### src/rtl/im2col_pkg.sv
// im2col address generator: shared widths, register codes, types and clamp helpers
// no dependencies; used by every module of the block
`timescale 1ns / 1ps
`default_nettype none

package im2col_pkg;

  localparam int unsigned MAX_DIM      = 256;
  localparam int unsigned MAX_CHANNELS = 256;
  localparam int unsigned MAX_KERNEL   = 15;

  localparam int unsigned DIM_W      = 9;
  localparam int unsigned KER_W      = 4;
  localparam int unsigned GEO_W      = 8;
  localparam int unsigned IMG_W      = 8;
  localparam int unsigned CFG_IDX_W  = 3;
  localparam int unsigned CFG_DATA_W = 16;
  localparam int unsigned SRC_W      = 32;
  localparam int unsigned DST_W      = 48;

  typedef enum logic [CFG_IDX_W-1:0] {
    REG_CHANNELS    = 3'd0,
    REG_IN_HEIGHT   = 3'd1,
    REG_IN_WIDTH    = 3'd2,
    REG_KERNEL_DIMS = 3'd3,
    REG_PADDING     = 3'd4,
    REG_STRIDES     = 3'd5,
    REG_OUT_HEIGHT  = 3'd6,
    REG_OUT_WIDTH   = 3'd7
  } cfg_reg_t;

  // clamped geometry handed to the datapath
  typedef struct packed {
    logic [DIM_W-1:0] c;
    logic [DIM_W-1:0] h;
    logic [DIM_W-1:0] w;
    logic [DIM_W-1:0] oh;
    logic [DIM_W-1:0] ow;
    logic [KER_W-1:0] kh;
    logic [KER_W-1:0] kw;
    logic [GEO_W-1:0] ph;
    logic [GEO_W-1:0] pw;
    logic [GEO_W-1:0] sh;
    logic [GEO_W-1:0] sw;
  } geom_t;

  // controller to datapath commands
  typedef struct packed {
    logic start;   // transaction accepted: capture stage one, step counters
    logic stage2;  // second multiply stage
    logic finish;  // last stage into the output register
  } dp_cmd_t;

  function automatic logic [DIM_W-1:0] clamp_dim(input logic [DIM_W-1:0] v,
                                                 input logic [DIM_W-1:0] max_v);
    logic [DIM_W-1:0] res;
    if (v == '0) begin
      res = DIM_W'(1);
    end else if (v > max_v) begin
      res = max_v;
    end else begin
      res = v;
    end
    return res;
  endfunction

  function automatic logic [KER_W-1:0] clamp_ker(input logic [KER_W-1:0] v);
    logic [KER_W-1:0] res;
    if (v == '0) begin
      res = KER_W'(1);
    end else if (v > KER_W'(MAX_KERNEL)) begin
      res = KER_W'(MAX_KERNEL);
    end else begin
      res = v;
    end
    return res;
  endfunction

endpackage

`default_nettype wire

### src/rtl/im2col_cfg.sv
// im2col configuration registers with zero and oversize clamping
// depends on im2col_pkg
`timescale 1ns / 1ps
`default_nettype none

module im2col_cfg (
  input  wire logic                               clk,
  input  wire logic                               rst_n,
  input  wire logic                               cfg_we,
  input  wire logic [im2col_pkg::CFG_IDX_W-1:0]   cfg_index,
  input  wire logic [im2col_pkg::CFG_DATA_W-1:0]  cfg_wdata,
  output im2col_pkg::geom_t                       geom
);

  logic [im2col_pkg::DIM_W-1:0] channels_r, in_height_r, in_width_r;
  logic [im2col_pkg::DIM_W-1:0] out_height_r, out_width_r;
  logic [7:0]                   kernel_dims_r;
  logic [15:0]                  padding_r, strides_r;

  always_ff @(posedge clk) begin
    if (!rst_n) begin
      channels_r    <= 9'd1;
      in_height_r   <= 9'd1;
      in_width_r    <= 9'd1;
      kernel_dims_r <= 8'h11;
      padding_r     <= 16'h0000;
      strides_r     <= 16'h0101;
      out_height_r  <= 9'd1;
      out_width_r   <= 9'd1;
    end else if (cfg_we) begin
      case (im2col_pkg::cfg_reg_t'(cfg_index))
        im2col_pkg::REG_CHANNELS:    channels_r    <= cfg_wdata[8:0];
        im2col_pkg::REG_IN_HEIGHT:   in_height_r   <= cfg_wdata[8:0];
        im2col_pkg::REG_IN_WIDTH:    in_width_r    <= cfg_wdata[8:0];
        im2col_pkg::REG_KERNEL_DIMS: kernel_dims_r <= cfg_wdata[7:0];
        im2col_pkg::REG_PADDING:     padding_r     <= cfg_wdata;
        im2col_pkg::REG_STRIDES:     strides_r     <= cfg_wdata;
        im2col_pkg::REG_OUT_HEIGHT:  out_height_r  <= cfg_wdata[8:0];
        im2col_pkg::REG_OUT_WIDTH:   out_width_r   <= cfg_wdata[8:0];
        default: ;
      endcase
    end
  end

  always_comb begin
    geom.c  = im2col_pkg::clamp_dim(channels_r,
                                    im2col_pkg::DIM_W'(im2col_pkg::MAX_CHANNELS));
    geom.h  = im2col_pkg::clamp_dim(in_height_r, im2col_pkg::DIM_W'(im2col_pkg::MAX_DIM));
    geom.w  = im2col_pkg::clamp_dim(in_width_r, im2col_pkg::DIM_W'(im2col_pkg::MAX_DIM));
    geom.oh = im2col_pkg::clamp_dim(out_height_r, im2col_pkg::DIM_W'(im2col_pkg::MAX_DIM));
    geom.ow = im2col_pkg::clamp_dim(out_width_r, im2col_pkg::DIM_W'(im2col_pkg::MAX_DIM));
    geom.kh = im2col_pkg::clamp_ker(kernel_dims_r[7:4]);
    geom.kw = im2col_pkg::clamp_ker(kernel_dims_r[3:0]);
    geom.ph = padding_r[15:8];
    geom.pw = padding_r[7:0];
    geom.sh = strides_r[15:8];
    geom.sw = strides_r[7:0];
  end

endmodule

`default_nettype wire

### src/rtl/im2col_dp.sv
// im2col datapath: loop counters, three multiply stages and the output register
// depends on im2col_pkg
`timescale 1ns / 1ps
`default_nettype none

module im2col_dp (
  input  wire logic                              clk,
  input  wire logic                              rst_n,
  input  wire im2col_pkg::dp_cmd_t               cmd,
  input  wire im2col_pkg::geom_t                 geom,
  input  wire logic [im2col_pkg::IMG_W-1:0]      image_index,
  output logic      [im2col_pkg::SRC_W-1:0]      source_address,
  output logic                                   in_bounds,
  output logic      [im2col_pkg::DST_W-1:0]      dest_address,
  output logic                                   last_of_image
);

  // loop counters
  logic [8:0] oh_cnt_r, ow_cnt_r, ch_cnt_r;
  logic [3:0] kh_cnt_r, kw_cnt_r;
  logic [8:0] oh_cnt_nxt, ow_cnt_nxt, ch_cnt_nxt;
  logic [3:0] kh_cnt_nxt, kw_cnt_nxt;
  logic       kw_wrap, kh_wrap, ch_wrap, ow_wrap, oh_wrap, last_nxt;

  assign kw_wrap = ({1'b0, kw_cnt_r} + 5'd1) >= {1'b0, geom.kw};
  assign kh_wrap = ({1'b0, kh_cnt_r} + 5'd1) >= {1'b0, geom.kh};
  assign ch_wrap = ({1'b0, ch_cnt_r} + 10'd1) >= {1'b0, geom.c};
  assign ow_wrap = ({1'b0, ow_cnt_r} + 10'd1) >= {1'b0, geom.ow};
  assign oh_wrap = ({1'b0, oh_cnt_r} + 10'd1) >= {1'b0, geom.oh};
  assign last_nxt = kw_wrap & kh_wrap & ch_wrap & ow_wrap & oh_wrap;

  always_comb begin
    kw_cnt_nxt = kw_wrap ? 4'd0 : kw_cnt_r + 4'd1;
    kh_cnt_nxt = kh_cnt_r;
    ch_cnt_nxt = ch_cnt_r;
    ow_cnt_nxt = ow_cnt_r;
    oh_cnt_nxt = oh_cnt_r;
    if (kw_wrap) begin
      kh_cnt_nxt = kh_wrap ? 4'd0 : kh_cnt_r + 4'd1;
      if (kh_wrap) begin
        ch_cnt_nxt = ch_wrap ? 9'd0 : ch_cnt_r + 9'd1;
        if (ch_wrap) begin
          ow_cnt_nxt = ow_wrap ? 9'd0 : ow_cnt_r + 9'd1;
          if (ow_wrap) begin
            oh_cnt_nxt = oh_wrap ? 9'd0 : oh_cnt_r + 9'd1;
          end
        end
      end
    end
  end

  always_ff @(posedge clk) begin
    if (!rst_n) begin
      oh_cnt_r <= '0;
      ow_cnt_r <= '0;
      ch_cnt_r <= '0;
      kh_cnt_r <= '0;
      kw_cnt_r <= '0;
    end else if (cmd.start) begin
      oh_cnt_r <= oh_cnt_nxt;
      ow_cnt_r <= ow_cnt_nxt;
      ch_cnt_r <= ch_cnt_nxt;
      kh_cnt_r <= kh_cnt_nxt;
      kw_cnt_r <= kw_cnt_nxt;
    end
  end

  // stage one: products of the current counters
  logic [16:0] oh_sh, ow_sw, n_c, n_oh;
  logic [12:0] c_kh;
  logic [7:0]  kk_nxt;
  logic [18:0] ih_nxt, iw_nxt;
  logic [17:0] p1_nxt, r1_nxt;
  logic [13:0] c1_nxt;

  assign oh_sh  = 17'(oh_cnt_r) * 17'(geom.sh);
  assign ow_sw  = 17'(ow_cnt_r) * 17'(geom.sw);
  assign n_c    = 17'(image_index) * 17'(geom.c);
  assign n_oh   = 17'(image_index) * 17'(geom.oh);
  assign c_kh   = 13'(ch_cnt_r) * 13'(geom.kh);
  assign kk_nxt = 8'(geom.kh) * 8'(geom.kw);
  // two's complement, bit 18 set means above the top or left edge
  assign ih_nxt = {2'b00, oh_sh} + {15'd0, kh_cnt_r} - {11'd0, geom.ph};
  assign iw_nxt = {2'b00, ow_sw} + {15'd0, kw_cnt_r} - {11'd0, geom.pw};
  assign p1_nxt = {1'b0, n_c} + {9'd0, ch_cnt_r};
  assign r1_nxt = {1'b0, n_oh} + {9'd0, oh_cnt_r};
  assign c1_nxt = {1'b0, c_kh} + {10'd0, kh_cnt_r};

  logic [17:0] p1_r, r1_r;
  logic [18:0] ih_r, iw_r;
  logic [13:0] c1_r;
  logic [7:0]  kk_r;
  logic [3:0]  kw_s1_r;
  logic [8:0]  ow_s1_r;
  logic        last_s1_r;

  always_ff @(posedge clk) begin
    if (cmd.start) begin
      p1_r      <= p1_nxt;
      r1_r      <= r1_nxt;
      ih_r      <= ih_nxt;
      iw_r      <= iw_nxt;
      c1_r      <= c1_nxt;
      kk_r      <= kk_nxt;
      kw_s1_r   <= kw_cnt_r;
      ow_s1_r   <= ow_cnt_r;
      last_s1_r <= last_nxt;
    end
  end

  // stage two: bounds check and second products
  logic        inside_nxt;
  logic [26:0] p1_h, r1_ow;
  logic [17:0] c1_kw;
  logic [27:0] p2_nxt, r2_nxt;
  logic [18:0] col_nxt;
  logic [16:0] win_nxt;

  assign inside_nxt = !ih_r[18] && (ih_r[17:0] < {9'd0, geom.h}) &&
                      !iw_r[18] && (iw_r[17:0] < {9'd0, geom.w});
  assign p1_h    = 27'(p1_r) * 27'(geom.h);
  assign r1_ow   = 27'(r1_r) * 27'(geom.ow);
  assign c1_kw   = 18'(c1_r) * 18'(geom.kw);
  assign p2_nxt  = {1'b0, p1_h} + {19'd0, ih_r[8:0]};
  assign r2_nxt  = {1'b0, r1_ow} + {19'd0, ow_s1_r};
  assign col_nxt = {1'b0, c1_kw} + {15'd0, kw_s1_r};
  assign win_nxt = 17'(geom.c) * 17'(kk_r);

  logic [27:0] p2_r, r2_r;
  logic [18:0] col_r;
  logic [16:0] win_r;
  logic [8:0]  iw_s2_r;
  logic        inside_r, last_s2_r;

  always_ff @(posedge clk) begin
    if (cmd.stage2) begin
      p2_r      <= p2_nxt;
      r2_r      <= r2_nxt;
      col_r     <= col_nxt;
      win_r     <= win_nxt;
      iw_s2_r   <= iw_r[8:0];
      inside_r  <= inside_nxt;
      last_s2_r <= last_s1_r;
    end
  end

  // stage three: final products into the output register
  logic [36:0] p2_w;
  logic [44:0] r2_win;
  logic [36:0] src_full;
  logic [im2col_pkg::SRC_W-1:0] src_nxt;
  logic [im2col_pkg::DST_W-1:0] dst_nxt;

  assign p2_w     = 37'(p2_r) * 37'(geom.w);
  assign r2_win   = 45'(r2_r) * 45'(win_r);
  assign src_full = p2_w + {28'd0, iw_s2_r};
  assign src_nxt  = inside_r ? src_full[im2col_pkg::SRC_W-1:0] : '0;
  assign dst_nxt  = {3'd0, r2_win} + {29'd0, col_r};

  always_ff @(posedge clk) begin
    if (cmd.finish) begin
      source_address <= src_nxt;
      in_bounds      <= inside_r;
      dest_address   <= dst_nxt;
      last_of_image  <= last_s2_r;
    end
  end

endmodule

`default_nettype wire

### src/rtl/im2col_ctrl.sv
// im2col controller: sequences the three datapath stages and owns both handshakes
// depends on im2col_pkg
`timescale 1ns / 1ps
`default_nettype none

module im2col_ctrl (
  input  wire logic          clk,
  input  wire logic          rst_n,
  input  wire logic          in_valid,
  output logic               in_ready,
  output logic               out_valid,
  input  wire logic          out_ready,
  output im2col_pkg::dp_cmd_t cmd
);

  typedef enum logic [2:0] {
    ST_IDLE = 3'b001,
    ST_MUL2 = 3'b010,
    ST_MUL3 = 3'b100
  } state_t;

  state_t state_r, state_nxt;
  logic   out_valid_r, out_valid_nxt;
  logic   accept, slot_free;

  assign in_ready  = (state_r == ST_IDLE);
  assign accept    = in_valid && in_ready;
  assign slot_free = !out_valid_r || out_ready;

  always_comb begin
    state_nxt  = state_r;
    cmd.start  = 1'b0;
    cmd.stage2 = 1'b0;
    cmd.finish = 1'b0;
    case (state_r)
      ST_IDLE: begin
        if (accept) begin
          cmd.start = 1'b1;
          state_nxt = ST_MUL2;
        end
      end
      ST_MUL2: begin
        cmd.stage2 = 1'b1;
        state_nxt  = ST_MUL3;
      end
      ST_MUL3: begin
        // wait here while the previous result is stalled
        if (slot_free) begin
          cmd.finish = 1'b1;
          state_nxt  = ST_IDLE;
        end
      end
      default: state_nxt = ST_IDLE;
    endcase
  end

  always_comb begin
    out_valid_nxt = out_valid_r;
    if (cmd.finish) begin
      out_valid_nxt = 1'b1;
    end else if (out_valid_r && out_ready) begin
      out_valid_nxt = 1'b0;
    end
  end

  always_ff @(posedge clk) begin
    if (!rst_n) begin
      state_r     <= ST_IDLE;
      out_valid_r <= 1'b0;
    end else begin
      state_r     <= state_nxt;
      out_valid_r <= out_valid_nxt;
    end
  end

  assign out_valid = out_valid_r;

endmodule

`default_nettype wire

### src/rtl/im2col_address_generator.sv
// im2col address generator top level: configuration registers, controller, datapath
// depends on im2col_pkg, im2col_cfg, im2col_ctrl and im2col_dp
`timescale 1ns / 1ps
`default_nettype none

// usage
//   cfg port: write cfg_wdata into register cfg_index while cfg_we is high; no read-back.
//     write only while the block is idle; unknown codes do not exist on a 3-bit index
//   in channel: one transaction per element of the im2col walk, carrying the batch index.
//     the element is picked by internal counters (output row, output column, channel,
//     kernel row, kernel column, innermost last) which step on every transaction and
//     wrap to zero after the final element of the image
//   out channel: source address, in-bounds flag (clear means write zero), column-matrix
//     address and last-of-image flag for that element
//   path: an accepted transaction runs through the three datapath multiply stages
//     (one multiplier deep each) into the output register, which raises out_valid
//   pacing: the controller takes one transaction at a time; in_ready is high only
//     between elements, not again until the last one is in the output register
//   stall: a finished result sits in the output register; the next element is accepted
//     and computed behind it and waits in its last stage until out_ready frees the slot
//   reset: synchronous active-low; registers return to their defaults, counters to
//     zero, out_valid drops and in_ready is high on the first cycle after reset
module im2col_address_generator (
  input  wire logic                                clk,
  input  wire logic                                rst_n,
  input  wire logic                                cfg_we,
  input  wire logic [im2col_pkg::CFG_IDX_W-1:0]    cfg_index,
  input  wire logic [im2col_pkg::CFG_DATA_W-1:0]   cfg_wdata,
  input  wire logic                                in_valid,
  output logic                                     in_ready,
  input  wire logic [im2col_pkg::IMG_W-1:0]        in_image_index,
  output logic                                     out_valid,
  input  wire logic                                out_ready,
  output logic      [im2col_pkg::SRC_W-1:0]        out_source_address,
  output logic                                     out_in_bounds,
  output logic      [im2col_pkg::DST_W-1:0]        out_dest_address,
  output logic                                     out_last_of_image
);

  im2col_pkg::geom_t   geom;
  im2col_pkg::dp_cmd_t cmd;

  // register file; values reach the datapath already clamped
  im2col_cfg u_cfg (
    .clk       (clk),
    .rst_n     (rst_n),
    .cfg_we    (cfg_we),
    .cfg_index (cfg_index),
    .cfg_wdata (cfg_wdata),
    .geom      (geom)
  );

  // sequencer: accept with stage-one capture, second multiply stage, output load
  im2col_ctrl u_ctrl (
    .clk       (clk),
    .rst_n     (rst_n),
    .in_valid  (in_valid),
    .in_ready  (in_ready),
    .out_valid (out_valid),
    .out_ready (out_ready),
    .cmd       (cmd)
  );

  // loop counters and address arithmetic; counters step on the accepting edge
  im2col_dp u_dp (
    .clk            (clk),
    .rst_n          (rst_n),
    .cmd            (cmd),
    .geom           (geom),
    .image_index    (in_image_index),
    .source_address (out_source_address),
    .in_bounds      (out_in_bounds),
    .dest_address   (out_dest_address),
    .last_of_image  (out_last_of_image)
  );

`ifndef SYNTHESIS
  // an element reaches the output through stage one and stage two when the slot is free
  a_latency: assert property (@(posedge clk) disable iff (!rst_n)
    (in_valid && in_ready) ##2 (!out_valid || out_ready) |=> out_valid)
    else $error("result missing three cycles after transaction");

  // a fresh result only ever follows an accepted transaction
  a_no_spurious: assert property (@(posedge clk) disable iff (!rst_n)
    $rose(out_valid) |-> $past(in_valid && in_ready, 3))
    else $error("result without a matching input transaction");

  // padding elements carry a zero source address
  a_pad_zero: assert property (@(posedge clk) disable iff (!rst_n)
    (out_valid && !out_in_bounds) |-> (out_source_address == '0))
    else $error("nonzero source address on padding element");

  // no new transaction while an element is still in the stages
  a_one_at_a_time: assert property (@(posedge clk) disable iff (!rst_n)
    (in_valid && in_ready) |=> !in_ready ##1 !in_ready)
    else $error("transaction accepted while busy");
`endif

endmodule

`default_nettype wire

### config.mk
export PLATFORM = sky130hd
export DESIGN_NAME = im2col_address_generator
export DESIGN_NICKNAME = d
export VERILOG_FILES = /design/src/rtl/im2col_pkg.sv /design/src/rtl/im2col_cfg.sv /design/src/rtl/im2col_dp.sv /design/src/rtl/im2col_ctrl.sv /design/src/rtl/im2col_address_generator.sv
export SDC_FILE = /design/constraint.sdc
export NUM_CORES = 2
export LEC_CHECK = 0
export BUFFER_PORTS_ARGS = -buffer_cell sky130_fd_sc_hd__buf_4
export CAP_MARGIN = 25
export CORE_MARGIN = 10
export CORE_UTILIZATION = 65
export CTS_BUF_LIST = sky130_fd_sc_hd__clkbuf_4
export DETAILED_ROUTE_END_ITERATION = 16
export GPL_TIMING_DRIVEN = 0
export PLACE_DENSITY_LB_ADDON = 0.05
export SLEW_MARGIN = 15
export SYNTH_ARGS = -nofsm -noshare
export SYNTH_HDL_FRONTEND = slang
export SYNTH_SLANG_ARGS = --single-unit
### constraint.sdc
create_clock -name clk -period 9 [get_ports clk]
set_clock_uncertainty 0.15 [all_clocks]
set_input_delay 0.45 -clock clk [delete_from_list [all_inputs] [get_ports clk]]
set_output_delay 0.45 -clock clk [all_outputs]
set_load 0.05 [all_outputs]
==> summary.md <==
| Metric | Value |
|---|---|
| Status | `finished, final reports clean` |
| Pwr dens | `168 mW/mm²` |
| Worst-skew pair later-pin latency | `1.01 ns` |
| Endpoints failing hold | `0` |
| PortBufs | `95` |
| Main synth FF type | `edfxtp_1` |
| Number of global-route vias before repair | `51,600` |
| Pleak | `35.7 nW` |
| CTS max path bufs | `3` |
| Setup TNS | `0 ns` |
| Cell taking the most area after synthesis | `fa_1` |
| Worst-margin pin slew | `1.05 ns` |
| TritonCTS clock tree | `done` |
| First drt pass iteration count | `6` |
| Die ar. | `0.116 mm²` |
| Post-synthesis cell count | `7,177` |
| Site row count | `117` |
| Crit path kind | `reg2reg` |
| Slew Viols, Final | `0` |
| DRT Wirelength | `164,000 µm` |
| Die W | `340 µm` |
| Die height | `340 µm` |
| CTS buffer count | `117` |
| RSZ-0062 raised after global routing | `false` |
| Util after Layout | `69.9%` |
| Post-layout min period | `8.36 ns` |
| CP max FO | `10` |
| Global-route wire length before repair | `267,000 µm` |
| Area growth from synthesis to layout | `6.79%` |
| DR vias/cell | `5.59` |
| Hold path start | `in_valid` |
| Count of antenna-violating nets left after detailed routing | `0` |
| Post-synth ARST share | `0%` |
| Worst setup margin | `0.638 ns` |
| Sequential area share after synthesis | `16.9%` |
| Crit share post-route | `92.9%` |
| F_max | `120 MHz` |
| H-tree depth | `3` |
| Min Hold Slack | `0.112 ns` |
| CP Launch Type | `flip-flop` |
| #FFs+latches synth | `417` |
| MaxCap Viol Count | `0` |
| CTS-repair resized insts | `0` |
| GRT Overall Usage | `28.7%` |
| Largest net degree at the start of global routing | `78` |
| Layout cells sized above 1 | `4.46%` |
| Post-synth EDFFs | `293` |
| Worst reg2reg startpoint | `u_dp.win_r[8]` |
| Dpl hpwl | `135,000 µm` |
| Core area | `0.102 mm²` |
| Crit. Startpoint | `u_dp.win_r[8]` |
| Post-synthesis cell type count | `83` |
| Warnings, synthesis | `0` |
| Mean routed wirelength per cell | `18.4 µm` |
| Initial Util | `65.4%` |
| Clk slew on worst S/H paths | `0.07 ns` |
| Synth Cell Area | `0.0666 mm²` |
| CP Capture Type | `flip-flop` |
| IO Pins | `116` |
| Worst VDD drop | `0.497 mV` |
| Clock Tree Root | `clkbuf_4` |
| CP Data Required Time | `9.59 ns` |
| Clk sinks | `417` |
| DR iter-0 viols | `3,238` |
| GRT Residual Overflow | `0` |
| DRC viols | `0` |
| Vias post-DR | `49,800` |
| Top-area cell type share of the netlist area | `33.5%` |
| Slew headroom | `29.7%` |
| Arr. time, crit path | `8.95 ns` |
| Finish-stage setup viols | `0` |
| Initial antenna violation count | `14` |
| Nets | `9,291` |
| Syn avg cell area | `9.28 µm²` |
| Synth area leaders | `fa_1 33%, ha_1 13%, edfxtp_1 13%, inv_1 7.6%, nand2_1 6.4%` |
| GPL Wtd Cong | `0.966` |
| Worst hold path class | `in2reg` |
| Pre-CTS setup slack | `0.836 ns` |
## report_power, final
group | switching (mW) | internal (mW)
logic | 4.32 | 3.06
clock network | 0.955 | 0.993
registers | 0.0813 | 2.51
## registers in the layout, summed over array words and instances, names as in the netlist, 14 cells and up
name,cells
u_dp.dest_address,46
u_dp.source_address,32
u_dp.p2_r,28
u_dp.r2_r,28
u_dp.col_r,19
u_dp.ih_r,19
u_dp.iw_r,19
u_dp.p1_r,18
u_dp.r1_r,18
u_dp.win_r,17
u_cfg.padding_r,16
u_cfg.strides_r,16
u_dp.c1_r,14
## layout make-up
class                           instances  area (µm²)
Multi-Input combinational cell       5098       49000
Fill cell                            8118       30600
Sequential cell                       417       11300
Inverter                             1356        5090
Tap cell                             1368        1710
Buffer                                307        1180
Clock buffer                          154        1160
Timing Repair Buffer                  136        1140
Clock inverter                         66         474
Antenna cell                            8        20.0
## through the flow
step                      total power [mW]  cells  instance area, µm²
final                                 11.9   8910               71100
after global routing                  13.0   8906               71100
after CTS                             11.9   8902               71100
after detailed placement              9.90   8652               69100
after global placement                9.72   8641               69000
after floorplan                       8.23   7178               66600
## cells in the final DEF, fill, tap and decap left out, drive strengths merged, types with 20 or more instances in the layout
master / n
inv: 1359
nand2: 1129
xor2: 73
nand3: 75
nor3: 61
dfxtp: 124
clkinv: 56
nor2: 175
nor4: 23
a21o: 89
clkbuf: 392
and3: 27
xnor2: 173
o21ai: 112
and2: 673
a21oi: 255
fa: 1113
o21a: 28
nand4: 22
dlygate4sd3: 30
o21bai: 36
nand2b: 40
ha: 713
buf: 175
edfxtp: 293
a211oi: 21
nor2b: 63
a21boi: 20
## cells in the mapped netlist, types with 75 or more instances
master / n
a21oi_1: 252
inv_1: 1356
nor2_1: 175
fa_1: 1113
xnor2_1: 173
nand3_1: 75
nand2_1: 1129
a21o_1: 89
edfxtp_1: 293
dfxtp_1: 124
o21ai_0: 101
ha_1: 713
clkbuf_1: 234
and2_1: 673
## layer usage
layer	up-vias	share of wire (%)	GRT usage, %
li1	22900	-	-
met3	385	8.4	5.46
met1	24800	42	38.0
met4	4	3.5	10.2
met5	-	0.020	0
met2	1756	47	47.2
## repair_timing
action | in CTS | in global routing
setup endpoints to repair | 0 | 0
setup buffers | 0 | 0
hold buffers | 30 | 0
hold endpoints to repair | 132 | 0
## worst max-delay path, stage by stage (launching register included)
cell,delay (ns)
edfxtp_1,0.32
clkbuf_1,0.64
clkbuf_1,0.70
nand2_1,0.20
fa_1,0.57
inv_1,0.06
fa_1,0.51
inv_1,0.06
fa_1,0.53
inv_1,0.05
fa_1,0.39
fa_1,0.51
inv_1,0.05
fa_1,0.47
inv_1,0.04
ha_1,0.38
a21o_1,0.15
a21oi_1,0.07
o21ai_0,0.37
a211oi_2,0.11
o31ai_2,0.56
a2bb2oi_1,0.26
a31oi_1,0.33
a21oi_1,0.19
o311ai_2,0.32
xnor2_1,0.11
## worst paths after layout
| kind | endpoint | slack [ns] | cells past startpoint |
|---|---|---|---|
| worst min register to register | u_dp.last_s2_r | 0.28 | 0 |
| worst min-delay path | u_ctrl.state_r[1] | 0.11 | 3 |
| worst max-delay path | u_dp.dest_address[43] | 0.64 | 25 |
| worst max register to register | u_dp.dest_address[43] | 0.64 | 25 |
## kinds of logic after synthesis
group	Yosys count	synth area share, %
and+or+nand+nor	2333	16.9
other	1	0.00563
DFF	417	16.9
buffers and inverters	1663	9.41
xor gates and xnor gates	246	3.24
adders and majority gates	1826	46.9
AOI/OAI and AO/OA	690	6.63
muxes	1	0.0150
Note: power is estimated with default switching activity, not from simulation.
